**src/rtl/core/cll_pkg.sv**
```systemverilog
// shared constants, types and helper functions of the cursor linked list engine
`timescale 1ns / 1ps
package cll_pkg;

  localparam int SLOTS = 16;
  localparam int LW    = $clog2(SLOTS);

  typedef logic [LW-1:0] slot_t;

  localparam logic [2:0] ST_DONE       = 3'd0;
  localparam logic [2:0] ST_EMPTY      = 3'd1;
  localparam logic [2:0] ST_NO_BEFORE  = 3'd2;
  localparam logic [2:0] ST_NO_AFTER   = 3'd3;
  localparam logic [2:0] ST_FULL       = 3'd4;
  localparam logic [2:0] ST_BAD_LETTER = 3'd5;
  localparam logic [2:0] ST_ALREADY    = 3'd6;

  localparam logic [4:0] FN_CLEAR    = 5'd0;
  localparam logic [4:0] FN_EMPTY    = 5'd1;
  localparam logic [4:0] FN_TO_START = 5'd2;
  localparam logic [4:0] FN_TO_END   = 5'd3;
  localparam logic [4:0] FN_AT_START = 5'd4;
  localparam logic [4:0] FN_AT_END   = 5'd5;
  localparam logic [4:0] FN_NEXT     = 5'd6;
  localparam logic [4:0] FN_BACK     = 5'd7;
  localparam logic [4:0] FN_SHOW_BEF = 5'd8;
  localparam logic [4:0] FN_SHOW_AFT = 5'd9;
  localparam logic [4:0] FN_DEL_BEF  = 5'd10;
  localparam logic [4:0] FN_DEL_AFT  = 5'd11;
  localparam logic [4:0] FN_TAKE_BEF = 5'd12;
  localparam logic [4:0] FN_TAKE_AFT = 5'd13;
  localparam logic [4:0] FN_CHG_BEF  = 5'd14;
  localparam logic [4:0] FN_CHG_AFT  = 5'd15;
  localparam logic [4:0] FN_ADD_BEF  = 5'd16;
  localparam logic [4:0] FN_ADD_AFT  = 5'd17;

  localparam logic [7:0] CH_SPACE = 8'h20;
  localparam logic [7:0] CH_LO    = 8'd97;
  localparam logic [7:0] CH_HI    = 8'd122;

  localparam logic [1:0] OP_NOP  = 2'd0;
  localparam logic [1:0] OP_SETF = 2'd1;
  localparam logic [1:0] OP_WR   = 2'd2;
  localparam logic [1:0] OP_CP   = 2'd3;

  localparam logic [1:0] OPD_ZERO = 2'd0;
  localparam logic [1:0] OPD_ONE  = 2'd1;
  localparam logic [1:0] OPD_CUR  = 2'd2;
  localparam logic [1:0] OPD_RES  = 2'd3;

  localparam logic [1:0] RES_PREV = 2'd0;
  localparam logic [1:0] RES_NEXT = 2'd1;
  localparam logic [1:0] RES_FREE = 2'd2;

  localparam logic [1:0] CUR_HEAD = 2'd0;
  localparam logic [1:0] CUR_TAIL = 2'd1;
  localparam logic [1:0] CUR_RES  = 2'd2;

  typedef struct packed {
    logic [1:0] kind;
    logic [1:0] a;
    logic [1:0] b;
  } tab_op_t;

  typedef struct packed {
    logic       load_in;
    logic       dec;
    logic [1:0] res_sel;
    logic       cur_load;
    logic [1:0] cur_sel;
    logic       elem_en;
    logic [2:0] status;
    logic       answer;
    tab_op_t    fop;
    tab_op_t    bop;
    logic       let_wr;
    logic       let_space;
    logic       init;
    logic       out_load;
  } dp_cmd_t;

  typedef struct packed {
    logic cur_zero;
    logic head_zero;
    logic tail_zero;
    logic cur_is_head;
    logic cur_is_tail;
    logic prev_zero;
    logic next_zero;
    logic free_lt2;
    logic letter_ok;
  } dp_stat_t;

  function automatic slot_t init_link(input int i);
    slot_t v;
    if (i == 0) v = '0;
    else if (i + 1 < SLOTS) v = slot_t'(i + 1);
    else v = slot_t'(1);
    return v;
  endfunction

  function automatic slot_t ix(input slot_t v);
    slot_t r;
    r = (int'(v) < SLOTS) ? v : '0;
    return r;
  endfunction

  function automatic tab_op_t mk_op(input logic [1:0] kind, input logic [1:0] a,
                                    input logic [1:0] b);
    tab_op_t o;
    o.kind = kind;
    o.a    = a;
    o.b    = b;
    return o;
  endfunction

endpackage

```
**src/rtl/core/cll_if.sv**
```systemverilog
// request and result channel interfaces
`timescale 1ns / 1ps
interface cll_in_if;
  logic       valid;
  logic       ready;
  logic [4:0] func;
  logic [7:0] letter;
  modport source (output valid, output func, output letter, input ready);
  modport sink (input valid, input func, input letter, output ready);
endinterface

interface cll_out_if;
  logic       valid;
  logic       ready;
  logic [2:0] status;
  logic       answer;
  logic [7:0] element;
  logic [3:0] cursor_slot;
  modport source (output valid, output status, output answer, output element,
                  output cursor_slot, input ready);
  modport sink (input valid, input status, input answer, input element,
                input cursor_slot, output ready);
endinterface

```
**src/rtl/core/cursor_linked_list_engine.sv**
```systemverilog
// top level of the cursor linked list engine
// an accepted request is decoded in S_DEC and its result loaded in S_FIN; clear, change,
//   delete, take and add pass through the update steps S_W1, S_W2, S_W3 in between, each
//   writing at most one link per table; a new request is taken only in S_IDLE, once the last
//   result is loaded, and a result still held stalls the next one in S_FIN
// reset: synchronous active-low; cleared list, cursor 0, no result pending
`timescale 1ns / 1ps
module cursor_linked_list_engine (
  input  logic      clk,
  input  logic      rst_n,
  cll_in_if.sink    in_chan,
  cll_out_if.source out_chan
);

  cll_pkg::dp_cmd_t  cmd;
  cll_pkg::dp_stat_t stat;

  cll_ctrl u_ctrl (
    .clk       (clk),
    .rst_n     (rst_n),
    .in_valid  (in_chan.valid),
    .in_func   (in_chan.func),
    .in_ready  (in_chan.ready),
    .out_valid (out_chan.valid),
    .out_ready (out_chan.ready),
    .stat      (stat),
    .cmd       (cmd)
  );

  cll_dp u_dp (
    .clk             (clk),
    .rst_n           (rst_n),
    .cmd             (cmd),
    .in_letter       (in_chan.letter),
    .stat            (stat),
    .out_status      (out_chan.status),
    .out_answer      (out_chan.answer),
    .out_element     (out_chan.element),
    .out_cursor_slot (out_chan.cursor_slot)
  );

endmodule

```
**src/rtl/core/cll_dp.sv**
```systemverilog
// datapath: link tables, letters, cursor and result registers
`timescale 1ns / 1ps
module cll_dp (
  input  logic             clk,
  input  logic             rst_n,
  input  cll_pkg::dp_cmd_t cmd,
  input  logic [7:0]       in_letter,
  output cll_pkg::dp_stat_t stat,
  output logic [2:0]       out_status,
  output logic             out_answer,
  output logic [7:0]       out_element,
  output logic [3:0]       out_cursor_slot
);

  cll_pkg::slot_t fwd_r [cll_pkg::SLOTS];
  cll_pkg::slot_t bwd_r [cll_pkg::SLOTS];
  logic [7:0]     let_r [cll_pkg::SLOTS];
  cll_pkg::slot_t cursor_r;
  cll_pkg::slot_t res_r;
  logic [7:0]     letter_r;
  logic [2:0]     st_status_r;
  logic           st_answer_r;
  logic [7:0]     st_elem_r;
  logic [2:0]     out_status_r;
  logic           out_answer_r;
  logic [7:0]     out_elem_r;
  logic [3:0]     out_cursor_r;

  cll_pkg::slot_t cur, head, tail, prev, next, free, res_d;
  cll_pkg::slot_t fa, fb, ba, bb;
  cll_pkg::slot_t fidx, bidx;
  logic           fhit, bhit;
  logic [cll_pkg::LW+3:0] cext;

  function automatic cll_pkg::slot_t opd(input logic [1:0] sel, input cll_pkg::slot_t c,
                                         input cll_pkg::slot_t r);
    cll_pkg::slot_t v;
    case (sel)
      cll_pkg::OPD_ZERO: v = '0;
      cll_pkg::OPD_ONE:  v = cll_pkg::slot_t'(1);
      cll_pkg::OPD_CUR:  v = c;
      default:           v = r;
    endcase
    return v;
  endfunction

  always_comb begin
    cur  = cll_pkg::ix(cursor_r);
    head = cll_pkg::ix(fwd_r[0]);
    tail = cll_pkg::ix(bwd_r[0]);
    prev = cll_pkg::ix(bwd_r[cur]);
    next = cll_pkg::ix(fwd_r[cur]);
    free = cll_pkg::ix(fwd_r[1]);
    case (cmd.res_sel)
      cll_pkg::RES_PREV: res_d = prev;
      cll_pkg::RES_NEXT: res_d = next;
      default:           res_d = free;
    endcase
  end

  always_comb begin
    stat.cur_zero    = (cur == '0);
    stat.head_zero   = (head == '0);
    stat.tail_zero   = (tail == '0);
    stat.cur_is_head = (cur == head);
    stat.cur_is_tail = (cur == tail);
    stat.prev_zero   = (prev == '0);
    stat.next_zero   = (next == '0);
    stat.free_lt2    = (free == '0) || (free == cll_pkg::slot_t'(1));
    stat.letter_ok   = (letter_r >= cll_pkg::CH_LO) && (letter_r <= cll_pkg::CH_HI);
  end

  // first-match search for the set-first operations
  always_comb begin
    fa   = opd(cmd.fop.a, cursor_r, res_r);
    fb   = opd(cmd.fop.b, cursor_r, res_r);
    ba   = opd(cmd.bop.a, cursor_r, res_r);
    bb   = opd(cmd.bop.b, cursor_r, res_r);
    fhit = 1'b0;
    bhit = 1'b0;
    fidx = '0;
    bidx = '0;
    for (int i = cll_pkg::SLOTS - 1; i >= 0; i--) begin
      if (fwd_r[i] == fa) begin
        fhit = 1'b1;
        fidx = cll_pkg::slot_t'(i);
      end
      if (bwd_r[i] == ba) begin
        bhit = 1'b1;
        bidx = cll_pkg::slot_t'(i);
      end
    end
  end

  always_ff @(posedge clk) begin
    if (!rst_n || cmd.init) begin
      for (int i = 0; i < cll_pkg::SLOTS; i++) begin
        fwd_r[i] <= cll_pkg::init_link(i);
        bwd_r[i] <= cll_pkg::init_link(i);
        let_r[i] <= cll_pkg::CH_SPACE;
      end
      cursor_r <= '0;
    end else begin
      case (cmd.fop.kind)
        cll_pkg::OP_SETF: if (fhit) fwd_r[fidx] <= fb;
        cll_pkg::OP_WR:   fwd_r[fa] <= fb;
        cll_pkg::OP_CP:   fwd_r[fa] <= fwd_r[fb];
        default: ;
      endcase
      case (cmd.bop.kind)
        cll_pkg::OP_SETF: if (bhit) bwd_r[bidx] <= bb;
        cll_pkg::OP_WR:   bwd_r[ba] <= bb;
        cll_pkg::OP_CP:   bwd_r[ba] <= bwd_r[bb];
        default: ;
      endcase
      if (cmd.let_wr) begin
        let_r[res_r] <= cmd.let_space ? cll_pkg::CH_SPACE : letter_r;
      end
      if (cmd.cur_load) begin
        case (cmd.cur_sel)
          cll_pkg::CUR_HEAD: cursor_r <= head;
          cll_pkg::CUR_TAIL: cursor_r <= tail;
          default:           cursor_r <= res_d;
        endcase
      end
    end
  end

  always_ff @(posedge clk) begin
    if (cmd.load_in) begin
      letter_r <= in_letter;
    end
    if (cmd.dec) begin
      res_r       <= res_d;
      st_status_r <= cmd.status;
      st_answer_r <= cmd.answer;
      st_elem_r   <= cmd.elem_en ? let_r[res_d] : 8'd0;
    end
    if (cmd.out_load) begin
      out_status_r <= st_status_r;
      out_answer_r <= st_answer_r;
      out_elem_r   <= st_elem_r;
      out_cursor_r <= cext[3:0];
    end
  end

  assign cext            = {4'b0000, cll_pkg::ix(cursor_r)};
  assign out_status      = out_status_r;
  assign out_answer      = out_answer_r;
  assign out_element     = out_elem_r;
  assign out_cursor_slot = out_cursor_r;

endmodule

```
**src/rtl/core/cll_ctrl.sv**
```systemverilog
// controller: command decode and table update sequencer
`timescale 1ns / 1ps
module cll_ctrl (
  input  logic              clk,
  input  logic              rst_n,
  input  logic              in_valid,
  input  logic [4:0]        in_func,
  output logic              in_ready,
  output logic              out_valid,
  input  logic              out_ready,
  input  cll_pkg::dp_stat_t stat,
  output cll_pkg::dp_cmd_t  cmd
);

  localparam logic [2:0] S_IDLE = 3'd0;
  localparam logic [2:0] S_DEC  = 3'd1;
  localparam logic [2:0] S_W1   = 3'd2;
  localparam logic [2:0] S_W2   = 3'd3;
  localparam logic [2:0] S_W3   = 3'd4;
  localparam logic [2:0] S_FIN  = 3'd5;

  localparam logic [2:0] PAT_NONE      = 3'd0;
  localparam logic [2:0] PAT_CLEAR     = 3'd1;
  localparam logic [2:0] PAT_CHANGE    = 3'd2;
  localparam logic [2:0] PAT_RM_BEF    = 3'd3;
  localparam logic [2:0] PAT_RM_AFT    = 3'd4;
  localparam logic [2:0] PAT_ADD_EMPTY = 3'd5;
  localparam logic [2:0] PAT_ADD_BEF   = 3'd6;
  localparam logic [2:0] PAT_ADD_AFT   = 3'd7;

  logic [2:0] state_r, state_nxt;
  logic [4:0] func_r;
  logic [2:0] pat_r, pat;
  logic       out_valid_r, out_valid_nxt;
  logic       accept, slot_free, is_bef;
  logic [1:0] step;
  cll_pkg::tab_op_t op_a0, op_a1, op_a2, op_b0, op_b1, op_b2;
  cll_pkg::tab_op_t s0, s1, s2, u0, u1, u2, ad0, ad1, ad2;

  assign accept    = in_valid && in_ready;
  assign in_ready  = (state_r == S_IDLE);
  assign out_valid = out_valid_r;
  assign slot_free = !out_valid_r || out_ready;
  assign is_bef    = (func_r == cll_pkg::FN_SHOW_BEF) || (func_r == cll_pkg::FN_DEL_BEF) ||
                     (func_r == cll_pkg::FN_TAKE_BEF) || (func_r == cll_pkg::FN_CHG_BEF);

  // removal chain on the side being unlinked, copy chain on the other side
  always_comb begin
    s0  = cll_pkg::mk_op(cll_pkg::OP_SETF, cll_pkg::OPD_RES, cll_pkg::OPD_CUR);
    s1  = cll_pkg::mk_op(cll_pkg::OP_SETF, cll_pkg::OPD_ONE, cll_pkg::OPD_RES);
    s2  = cll_pkg::mk_op(cll_pkg::OP_WR, cll_pkg::OPD_RES, cll_pkg::OPD_ONE);
    u0  = cll_pkg::mk_op(cll_pkg::OP_CP, cll_pkg::OPD_CUR, cll_pkg::OPD_RES);
    u1  = cll_pkg::mk_op(cll_pkg::OP_CP, cll_pkg::OPD_ONE, cll_pkg::OPD_RES);
    u2  = cll_pkg::mk_op(cll_pkg::OP_CP, cll_pkg::OPD_RES, cll_pkg::OPD_CUR);
    ad0 = cll_pkg::mk_op(cll_pkg::OP_WR, cll_pkg::OPD_CUR, cll_pkg::OPD_RES);
    ad1 = cll_pkg::mk_op(cll_pkg::OP_SETF, cll_pkg::OPD_CUR, cll_pkg::OPD_RES);
    ad2 = cll_pkg::mk_op(cll_pkg::OP_WR, cll_pkg::OPD_RES, cll_pkg::OPD_CUR);
    op_a0 = cll_pkg::mk_op(cll_pkg::OP_NOP, cll_pkg::OPD_ZERO, cll_pkg::OPD_ZERO);
    op_a1 = op_a0;
    op_a2 = op_a0;
    op_b0 = op_a0;
    op_b1 = op_a0;
    op_b2 = op_a0;
    case (pat_r)
      PAT_RM_BEF, PAT_RM_AFT: begin
        op_a0 = s0;
        op_a1 = s1;
        op_a2 = s2;
        op_b0 = u0;
        op_b1 = s1;
        op_b2 = s2;
      end
      PAT_ADD_EMPTY: begin
        op_a0 = u1;
        op_a1 = cll_pkg::mk_op(cll_pkg::OP_WR, cll_pkg::OPD_RES, cll_pkg::OPD_ZERO);
        op_a2 = cll_pkg::mk_op(cll_pkg::OP_WR, cll_pkg::OPD_ZERO, cll_pkg::OPD_RES);
        op_b0 = op_a0;
        op_b1 = op_a1;
        op_b2 = op_a2;
      end
      PAT_ADD_BEF, PAT_ADD_AFT: begin
        op_a0 = u1;
        op_a1 = u2;
        op_a2 = ad0;
        op_b0 = u1;
        op_b1 = ad1;
        op_b2 = ad2;
      end
      default: ;
    endcase
  end

  always_comb begin
    case (state_r)
      S_W2:    step = 2'd1;
      S_W3:    step = 2'd2;
      default: step = 2'd0;
    endcase
  end

  always_comb begin
    cmd           = '0;
    cmd.load_in   = accept;
    pat           = PAT_NONE;
    state_nxt     = state_r;
    out_valid_nxt = out_valid_r && !out_ready;
    case (state_r)
      S_IDLE: begin
        if (accept) state_nxt = S_DEC;
      end
      S_DEC: begin
        cmd.dec    = 1'b1;
        cmd.status = cll_pkg::ST_DONE;
        case (func_r)
          cll_pkg::FN_CLEAR: begin
            if (stat.cur_zero) cmd.status = cll_pkg::ST_EMPTY;
            else pat = PAT_CLEAR;
          end
          cll_pkg::FN_EMPTY: cmd.answer = stat.head_zero;
          cll_pkg::FN_TO_START, cll_pkg::FN_TO_END: begin
            cmd.cur_load = 1'b1;
            if (func_r == cll_pkg::FN_TO_START) begin
              cmd.cur_sel = cll_pkg::CUR_HEAD;
              if (stat.head_zero) cmd.status = cll_pkg::ST_EMPTY;
              else if (stat.cur_is_head) cmd.status = cll_pkg::ST_ALREADY;
            end else begin
              cmd.cur_sel = cll_pkg::CUR_TAIL;
              if (stat.tail_zero) cmd.status = cll_pkg::ST_EMPTY;
              else if (stat.cur_is_tail) cmd.status = cll_pkg::ST_ALREADY;
            end
          end
          cll_pkg::FN_AT_START, cll_pkg::FN_AT_END: begin
            if ((func_r == cll_pkg::FN_AT_START) ? stat.cur_is_head : stat.cur_is_tail) begin
              if (stat.cur_zero) cmd.status = cll_pkg::ST_EMPTY;
              else cmd.answer = 1'b1;
            end
          end
          cll_pkg::FN_NEXT, cll_pkg::FN_BACK, cll_pkg::FN_SHOW_BEF, cll_pkg::FN_SHOW_AFT,
          cll_pkg::FN_DEL_BEF, cll_pkg::FN_DEL_AFT, cll_pkg::FN_TAKE_BEF,
          cll_pkg::FN_TAKE_AFT, cll_pkg::FN_CHG_BEF, cll_pkg::FN_CHG_AFT: begin
            cmd.res_sel = (is_bef || func_r == cll_pkg::FN_BACK) ? cll_pkg::RES_PREV
                                                                : cll_pkg::RES_NEXT;
            if (stat.cur_zero) begin
              cmd.status = cll_pkg::ST_EMPTY;
            end else if ((is_bef || func_r == cll_pkg::FN_BACK) && stat.prev_zero) begin
              cmd.status = cll_pkg::ST_NO_BEFORE;
            end else if (!(is_bef || func_r == cll_pkg::FN_BACK) && stat.next_zero) begin
              cmd.status = cll_pkg::ST_NO_AFTER;
            end else begin
              case (func_r)
                cll_pkg::FN_NEXT, cll_pkg::FN_BACK: begin
                  cmd.cur_load = 1'b1;
                  cmd.cur_sel  = cll_pkg::CUR_RES;
                end
                cll_pkg::FN_SHOW_BEF, cll_pkg::FN_SHOW_AFT: cmd.elem_en = 1'b1;
                cll_pkg::FN_DEL_BEF: pat = PAT_RM_BEF;
                cll_pkg::FN_DEL_AFT: pat = PAT_RM_AFT;
                cll_pkg::FN_TAKE_BEF: begin
                  cmd.elem_en = 1'b1;
                  pat         = PAT_RM_BEF;
                end
                cll_pkg::FN_TAKE_AFT: begin
                  cmd.elem_en = 1'b1;
                  pat         = PAT_RM_AFT;
                end
                default: begin
                  if (!stat.letter_ok) cmd.status = cll_pkg::ST_BAD_LETTER;
                  else pat = PAT_CHANGE;
                end
              endcase
            end
          end
          cll_pkg::FN_ADD_BEF, cll_pkg::FN_ADD_AFT: begin
            cmd.res_sel = cll_pkg::RES_FREE;
            if (stat.cur_zero) begin
              if (!stat.letter_ok) cmd.status = cll_pkg::ST_BAD_LETTER;
              else if (stat.free_lt2) cmd.status = cll_pkg::ST_FULL;
              else begin
                pat          = PAT_ADD_EMPTY;
                cmd.cur_load = 1'b1;
                cmd.cur_sel  = cll_pkg::CUR_RES;
              end
            end else if (stat.free_lt2) begin
              cmd.status = cll_pkg::ST_FULL;
            end else if (!stat.letter_ok) begin
              cmd.status = cll_pkg::ST_BAD_LETTER;
            end else begin
              pat = (func_r == cll_pkg::FN_ADD_BEF) ? PAT_ADD_BEF : PAT_ADD_AFT;
            end
          end
          default: ;
        endcase
        state_nxt = (pat == PAT_NONE) ? S_FIN : S_W1;
      end
      S_W1, S_W2, S_W3: begin
        case (step)
          2'd0: begin
            cmd.fop = op_a0;
            cmd.bop = op_b0;
          end
          2'd1: begin
            cmd.fop = op_a1;
            cmd.bop = op_b1;
          end
          default: begin
            cmd.fop = op_a2;
            cmd.bop = op_b2;
          end
        endcase
        // the backward table takes the removal chain when unlinking after the cursor
        if (pat_r == PAT_RM_AFT || pat_r == PAT_ADD_BEF) begin
          cmd.fop = (step == 2'd0) ? op_b0 : (step == 2'd1) ? op_b1 : op_b2;
          cmd.bop = (step == 2'd0) ? op_a0 : (step == 2'd1) ? op_a1 : op_a2;
        end
        if (step == 2'd0) begin
          cmd.init   = (pat_r == PAT_CLEAR);
          cmd.let_wr = (pat_r == PAT_CHANGE) || (pat_r == PAT_ADD_EMPTY) ||
                       (pat_r == PAT_ADD_BEF) || (pat_r == PAT_ADD_AFT);
        end
        if (step == 2'd2) begin
          cmd.let_wr    = (pat_r == PAT_RM_BEF) || (pat_r == PAT_RM_AFT);
          cmd.let_space = 1'b1;
        end
        case (state_r)
          S_W1:    state_nxt = S_W2;
          S_W2:    state_nxt = S_W3;
          default: state_nxt = S_FIN;
        endcase
      end
      S_FIN: begin
        if (slot_free) begin
          cmd.out_load  = 1'b1;
          out_valid_nxt = 1'b1;
          state_nxt     = S_IDLE;
        end
      end
      default: state_nxt = S_IDLE;
    endcase
  end

  always_ff @(posedge clk) begin
    if (!rst_n) begin
      state_r     <= S_IDLE;
      out_valid_r <= 1'b0;
      pat_r       <= PAT_NONE;
    end else begin
      state_r     <= state_nxt;
      out_valid_r <= out_valid_nxt;
      if (state_r == S_DEC) pat_r <= pat;
    end
  end

  always_ff @(posedge clk) begin
    if (accept) func_r <= in_func;
  end

`ifndef SYNTH
  a_accept_dec: assert property (@(posedge clk) disable iff (!rst_n)
    accept |=> state_r == S_DEC) else $error("request not decoded");
  a_dec_next: assert property (@(posedge clk) disable iff (!rst_n)
    state_r == S_DEC |=> state_r == S_W1 || state_r == S_FIN)
    else $error("bad state after decode");
  a_w3_fin: assert property (@(posedge clk) disable iff (!rst_n)
    state_r == S_W3 |=> state_r == S_FIN) else $error("update sequence overrun");
  a_fin_out: assert property (@(posedge clk) disable iff (!rst_n)
    state_r == S_FIN && slot_free |=> out_valid_r && state_r == S_IDLE)
    else $error("result not presented");
`endif

endmodule
```
**src/flat_wrapper.sv**
```systemverilog
// flat-port wrapper written by rule: the top's interface ports become plain ports
module cursor_linked_list_engine_flat 
  (clk, rst_n, in_chan_valid, in_chan_func, in_chan_letter, in_chan_ready, out_chan_valid, out_chan_status, out_chan_answer, out_chan_element, out_chan_cursor_slot, out_chan_ready);
  cll_in_if in_chan_i ();
  cll_out_if out_chan_i ();
  input  logic clk;
  input  logic rst_n;
  input wire logic [$bits(in_chan_i.valid)-1:0] in_chan_valid;
  input wire logic [$bits(in_chan_i.func)-1:0] in_chan_func;
  input wire logic [$bits(in_chan_i.letter)-1:0] in_chan_letter;
  output wire logic [$bits(in_chan_i.ready)-1:0] in_chan_ready;
  output wire logic [$bits(out_chan_i.valid)-1:0] out_chan_valid;
  output wire logic [$bits(out_chan_i.status)-1:0] out_chan_status;
  output wire logic [$bits(out_chan_i.answer)-1:0] out_chan_answer;
  output wire logic [$bits(out_chan_i.element)-1:0] out_chan_element;
  output wire logic [$bits(out_chan_i.cursor_slot)-1:0] out_chan_cursor_slot;
  input wire logic [$bits(out_chan_i.ready)-1:0] out_chan_ready;
  assign in_chan_i.valid = in_chan_valid;
  assign in_chan_i.func = in_chan_func;
  assign in_chan_i.letter = in_chan_letter;
  assign in_chan_ready = in_chan_i.ready;
  assign out_chan_valid = out_chan_i.valid;
  assign out_chan_status = out_chan_i.status;
  assign out_chan_answer = out_chan_i.answer;
  assign out_chan_element = out_chan_i.element;
  assign out_chan_cursor_slot = out_chan_i.cursor_slot;
  assign out_chan_i.ready = out_chan_ready;
  cursor_linked_list_engine u_core (.clk(clk), .rst_n(rst_n), .in_chan(in_chan_i), .out_chan(out_chan_i));
endmodule
```
**config.mk**
```make
export PLATFORM = sky130hd
export DESIGN_NAME = cursor_linked_list_engine_flat
export DESIGN_NICKNAME = d
export VERILOG_FILES = /design/src/rtl/core/cll_pkg.sv /design/src/rtl/core/cll_if.sv /design/src/rtl/core/cursor_linked_list_engine.sv /design/src/rtl/core/cll_dp.sv /design/src/rtl/core/cll_ctrl.sv /design/src/flat_wrapper.sv
export SDC_FILE = /design/constraint.sdc
export NUM_CORES = 1
export LEC_CHECK = 0
export BUFFER_PORTS_ARGS = -buffer_cell sky130_fd_sc_hd__buf_2
export CORE_ASPECT_RATIO = 0.7
export CORE_UTILIZATION = 48
export CTS_CLUSTER_SIZE = 16
export DETAILED_ROUTE_END_ITERATION = 10
export PLACE_DENSITY = 0.62
export SYNTH_ARGS = -nofsm -noshare
export SYNTH_HDL_FRONTEND = slang
export SYNTH_SLANG_ARGS = --single-unit
```
**constraint.sdc**
```tcl
create_clock -name clk -period 4.85 [get_ports clk]
set_clock_uncertainty 0.05 [all_clocks]
set_input_delay 0.2425 -clock clk [delete_from_list [all_inputs] [get_ports clk]]
set_output_delay 0.2425 -clock clk [all_outputs]
set_load 0.01 [all_outputs]
```
==> impl_metrics.py <==
metrics = {
    "timing": {
        "drv_slew": 0,
        "grt_setup_unrepaired": "yes",
        "final.min_clock_period_ns": 4.70,
        "tightest_slew_ns": 1.17,
        "tns_ns": 0,
        "fin_crit_sh": 0.969,
        "hold_viol": 0,
        "slew_headroom": 0.214,
        "setup_violations": 0,
        "hold_ws_ns": 0.312,
        "max_freq_mhz": 213,
    },
    "clocking": {
        "clkTransAtPathRegs_ns": 0.06,
        "htreeDepth": 1,
        "cts_tree": "built",
        "clock_latency_ns": 0.60,
        "cts_max_path_buffers": 3,
        "clock_sinks": 316,
        "clockRootBuffer": "clkbuf_16",
        "cts_buffers": 31,
    },
    "setup_path": {
        "critPathRequiredTime_ns": 5.03,
        "rrSetupSlack_ns": 0.15,
        "timing.rr.start": "u_core.u_ctrl.pat_r[0]",
        "cp-end-kind": "register",
        "r2r_cells": 13,
        "worstPathArrival_ns": 4.88,
        "criticalPathCategory": "reg -> reg",
        "crit_fanout": 17,
        "r2r_end": "u_core.u_dp.fwd_r[9][1]",
        "cp-start-kind": "register",
    },
    "final_layout": {
        "layout-drive-gt1-share": 0.215,
        "nets": 1572,
        "mostFrequentLayoutCell": "edfxtp_1",
        "fin_util": 0.553,
        "fin_cells": 2066,
        "syn_to_final_growth_pct": 13.6,
        "final_cell_mix": "301 x edfxtp_1, 192 x nor2_1, 141 x nand2_1",
        "antenna_cells": 0,
    },
    "placed_design": {
        "place_congestion": 0.949,
        "portBuffers": 34,
        "hpwlAfterDp_um": 38300,
        "dp_cells": 1986,
    },
    "synthesis": {
        "synth_mux_area_frac": 0.156,
        "synth_compound_area_frac": 0.0736,
        "synth_area_sq_um": 18100,
        "synthArstFlopShare": 0,
        "synth-simple-area-share": 0.159,
        "yosysWarnings": 0,
        "synth_edf_count": 301,
        "synth_area_per_cell_sq_um": 12.2,
        "synth_top_family_by_area": "simple AND/OR/NAND/NOR gates",
        "synthXorXnorAreaFrac": 0.0664,
        "synth_ff_type": "edfxtp_1",
        "synth_cells": 1480,
        "synth_nets": 1497,
        "synth_fa_ha_area_frac": 0,
        "ys_seq_area_frac": 0.517,
        "ys_ff_latch": 316,
        "ys_types": 95,
    },
    "power_and_ir_drop": {
        "power_leakage_nw": 6.53,
        "p_seq_frac": 0.489,
        "clkPwrFrac": 0.408,
        "p_switching_mw": 1.60,
        "powerDensity_nw_per_um2": 318,
        "combPwrFrac": 0.102,
        "ir_drop_v": 0.000274,
        "p_int_mw": 4.92,
        "p_sw_frac": 0.246,
    },
    "route": {
        "route.antenna.remaining_nets": 0,
        "dr.pass1.iters": 8,
        "routedWlPerCell_um": 25.6,
        "drt_iter0_markers": 1558,
        "route.detailed.drc": 4,
        "vias_per_cell": 6.37,
        "routed_wl_um": 52900,
        "route.vias.total": 13200,
    },
    "hold_path": {
        "hold_depth": 2,
        "hold_path_class": "in -> reg",
        "min-delay-start": "in_chan_letter[0]",
        "min_to": "u_core.u_dp.letter_r[0]",
    },
    "global_routing": {
        "grt_max_degree": 52,
        "grt_pass1_wl_um": 77600,
        "grt_pass1_vias": 12100,
        "grt_usage": 0.274,
        "overflow": 0,
        "antenna_found_initial": 5,
    },
    "floorplan": {
        "dieArea_sq_um": 38400,
        "io_pins": 35,
        "rows": 59,
        "die_x_um": 234,
        "die_y_um": 164,
        "start_util": 0.487,
        "core-area_sq_um": 37100,
    },
    "status": {
        "outcome": "finished with violations",
        "violations": "DRC",
    },
    "flow_run": {
        "drv_cap": 0,
    },
}
[per-layer routing]
layer  global-route usage  routed length [um]
met1                0.418               23400
met2                0.374               21600
met3               0.0920                6670
met4               0.0579                1080
met5                    0                  46
[logic make-up after synthesis]
family          Yosys count
compound gates          185
xor+xnor                137
buf+inv                 106
flops                   316
mux                     145
simple gates            591
[synthesized netlist by cell type (33+ instances only)]
cell      number  area [sq um]
edfxtp_1     301          9040
nand4_1       42           263
buf_2         34           170
clkbuf_1      46           173
xnor2_1       91           797
xor2_1        46           403
o21ai_0       47           235
nor2_1       192           721
mux4_2       104          2340
nand2_1      141           529
nor3_1        33           165
nand3_1       56           280
[metrics by stage]
stage | worst slack, ns | cell area [sq um] | total power [mW]
after CTS | 0.150 | 20400 | 6.54
after global routing | -0.0161 | 20500 | 6.69
after floorplan | 0.891 | 18100 | 3.64
after global placement | 0.357 | 19200 | 3.88
final | 0.151 | 20500 | 6.52
after detailed placement | 0.232 | 19200 | 3.89
[worst max-delay path, cell delays in order, from the launching register on]
cell and delay [ns]:
dfxtp_1 0.55, buf_4 0.25, nor2b_1 0.07, o21ai_1 0.13, a21oi_1 0.14, nor2_2 0.36, a2bb2oi_4 0.58, xor2_1 0.18
and4_4 0.25, or4_4 0.55, a41oi_2 0.23, o22a_2 0.25, o21ai_2 0.19, o21ai_0 0.53
[repair_timing]
| action | in CTS | in global routing |
|---|---|---|
| endpoints found under the hold margin | 20 | 0 |
| resized for setup | 0 | 9 |
| setup endpoints to repair | 0 | 73 |
| setup buffers | 0 | 8 |
| hold buffers | 16 | 0 |
[registers in the layout (all words and copies together), names as in the netlist, named ones only]
register                     cells
u_core.u_ctrl.func_r             5
u_core.u_ctrl.out_valid          1
u_core.u_ctrl.pat_r              3
u_core.u_ctrl.state_r            3
u_core.u_dp.bwd_r               64
u_core.u_dp.cur                  4
u_core.u_dp.fwd_r               64
u_core.u_dp.let_r              128
u_core.u_dp.letter_r             8
u_core.u_dp.out_answer           1
u_core.u_dp.out_cursor_slot      4
u_core.u_dp.out_element          8
u_core.u_dp.out_status           3
u_core.u_dp.res_r                4
u_core.u_dp.st_answer_r          1
u_core.u_dp.st_elem_r            8
u_core.u_dp.st_status_r          3
[power groups by stage]
stage	sequential (mW)	combinational (mW)	clock (mW)
final	3.19	0.668	2.66
after floorplan	3.18	0.463	0
after CTS	3.18	0.661	2.69
after global routing	3.20	0.714	2.78
after detailed placement	3.24	0.649	0
after global placement	3.24	0.640	0
[how the worst max path moves through the flow]
stage | from | slack (ns) | end
6_report | u_core.u_ctrl.pat_r[0] | 0.15 | u_core.u_dp.fwd_r[9][1]
5_1_grt | u_core.u_ctrl.state_r[2] | -0.02 | u_core.u_dp.fwd_r[5][1]
4_1_cts | u_core.u_ctrl.pat_r[0] | 0.15 | u_core.u_dp.fwd_r[6][0]
3_5_place_dp | u_core.u_ctrl.pat_r[0] | 0.23 | u_core.u_dp.fwd_r[6][0]
3_3_place_gp | u_core.u_ctrl.state_r[2] | 0.36 | u_core.u_dp.fwd_r[6][3]
2_1_floorplan | u_core.u_ctrl.pat_r[1] | 0.89 | u_core.u_dp.bwd_r[10][0]
[area by class of cell]
| class | count | area [sq um] |
|---|---|---|
| clock buffer | 31 | 776 |
| clock inverter | 25 | 335 |
| fill | 3047 | 16600 |
| inverter | 8 | 30.0 |
| multi-input combinational | 1058 | 8320 |
| sequential | 316 | 9340 |
| tap | 488 | 611 |
| timing repair buffer | 140 | 1120 |
Power figures use the tool's default switching activity.
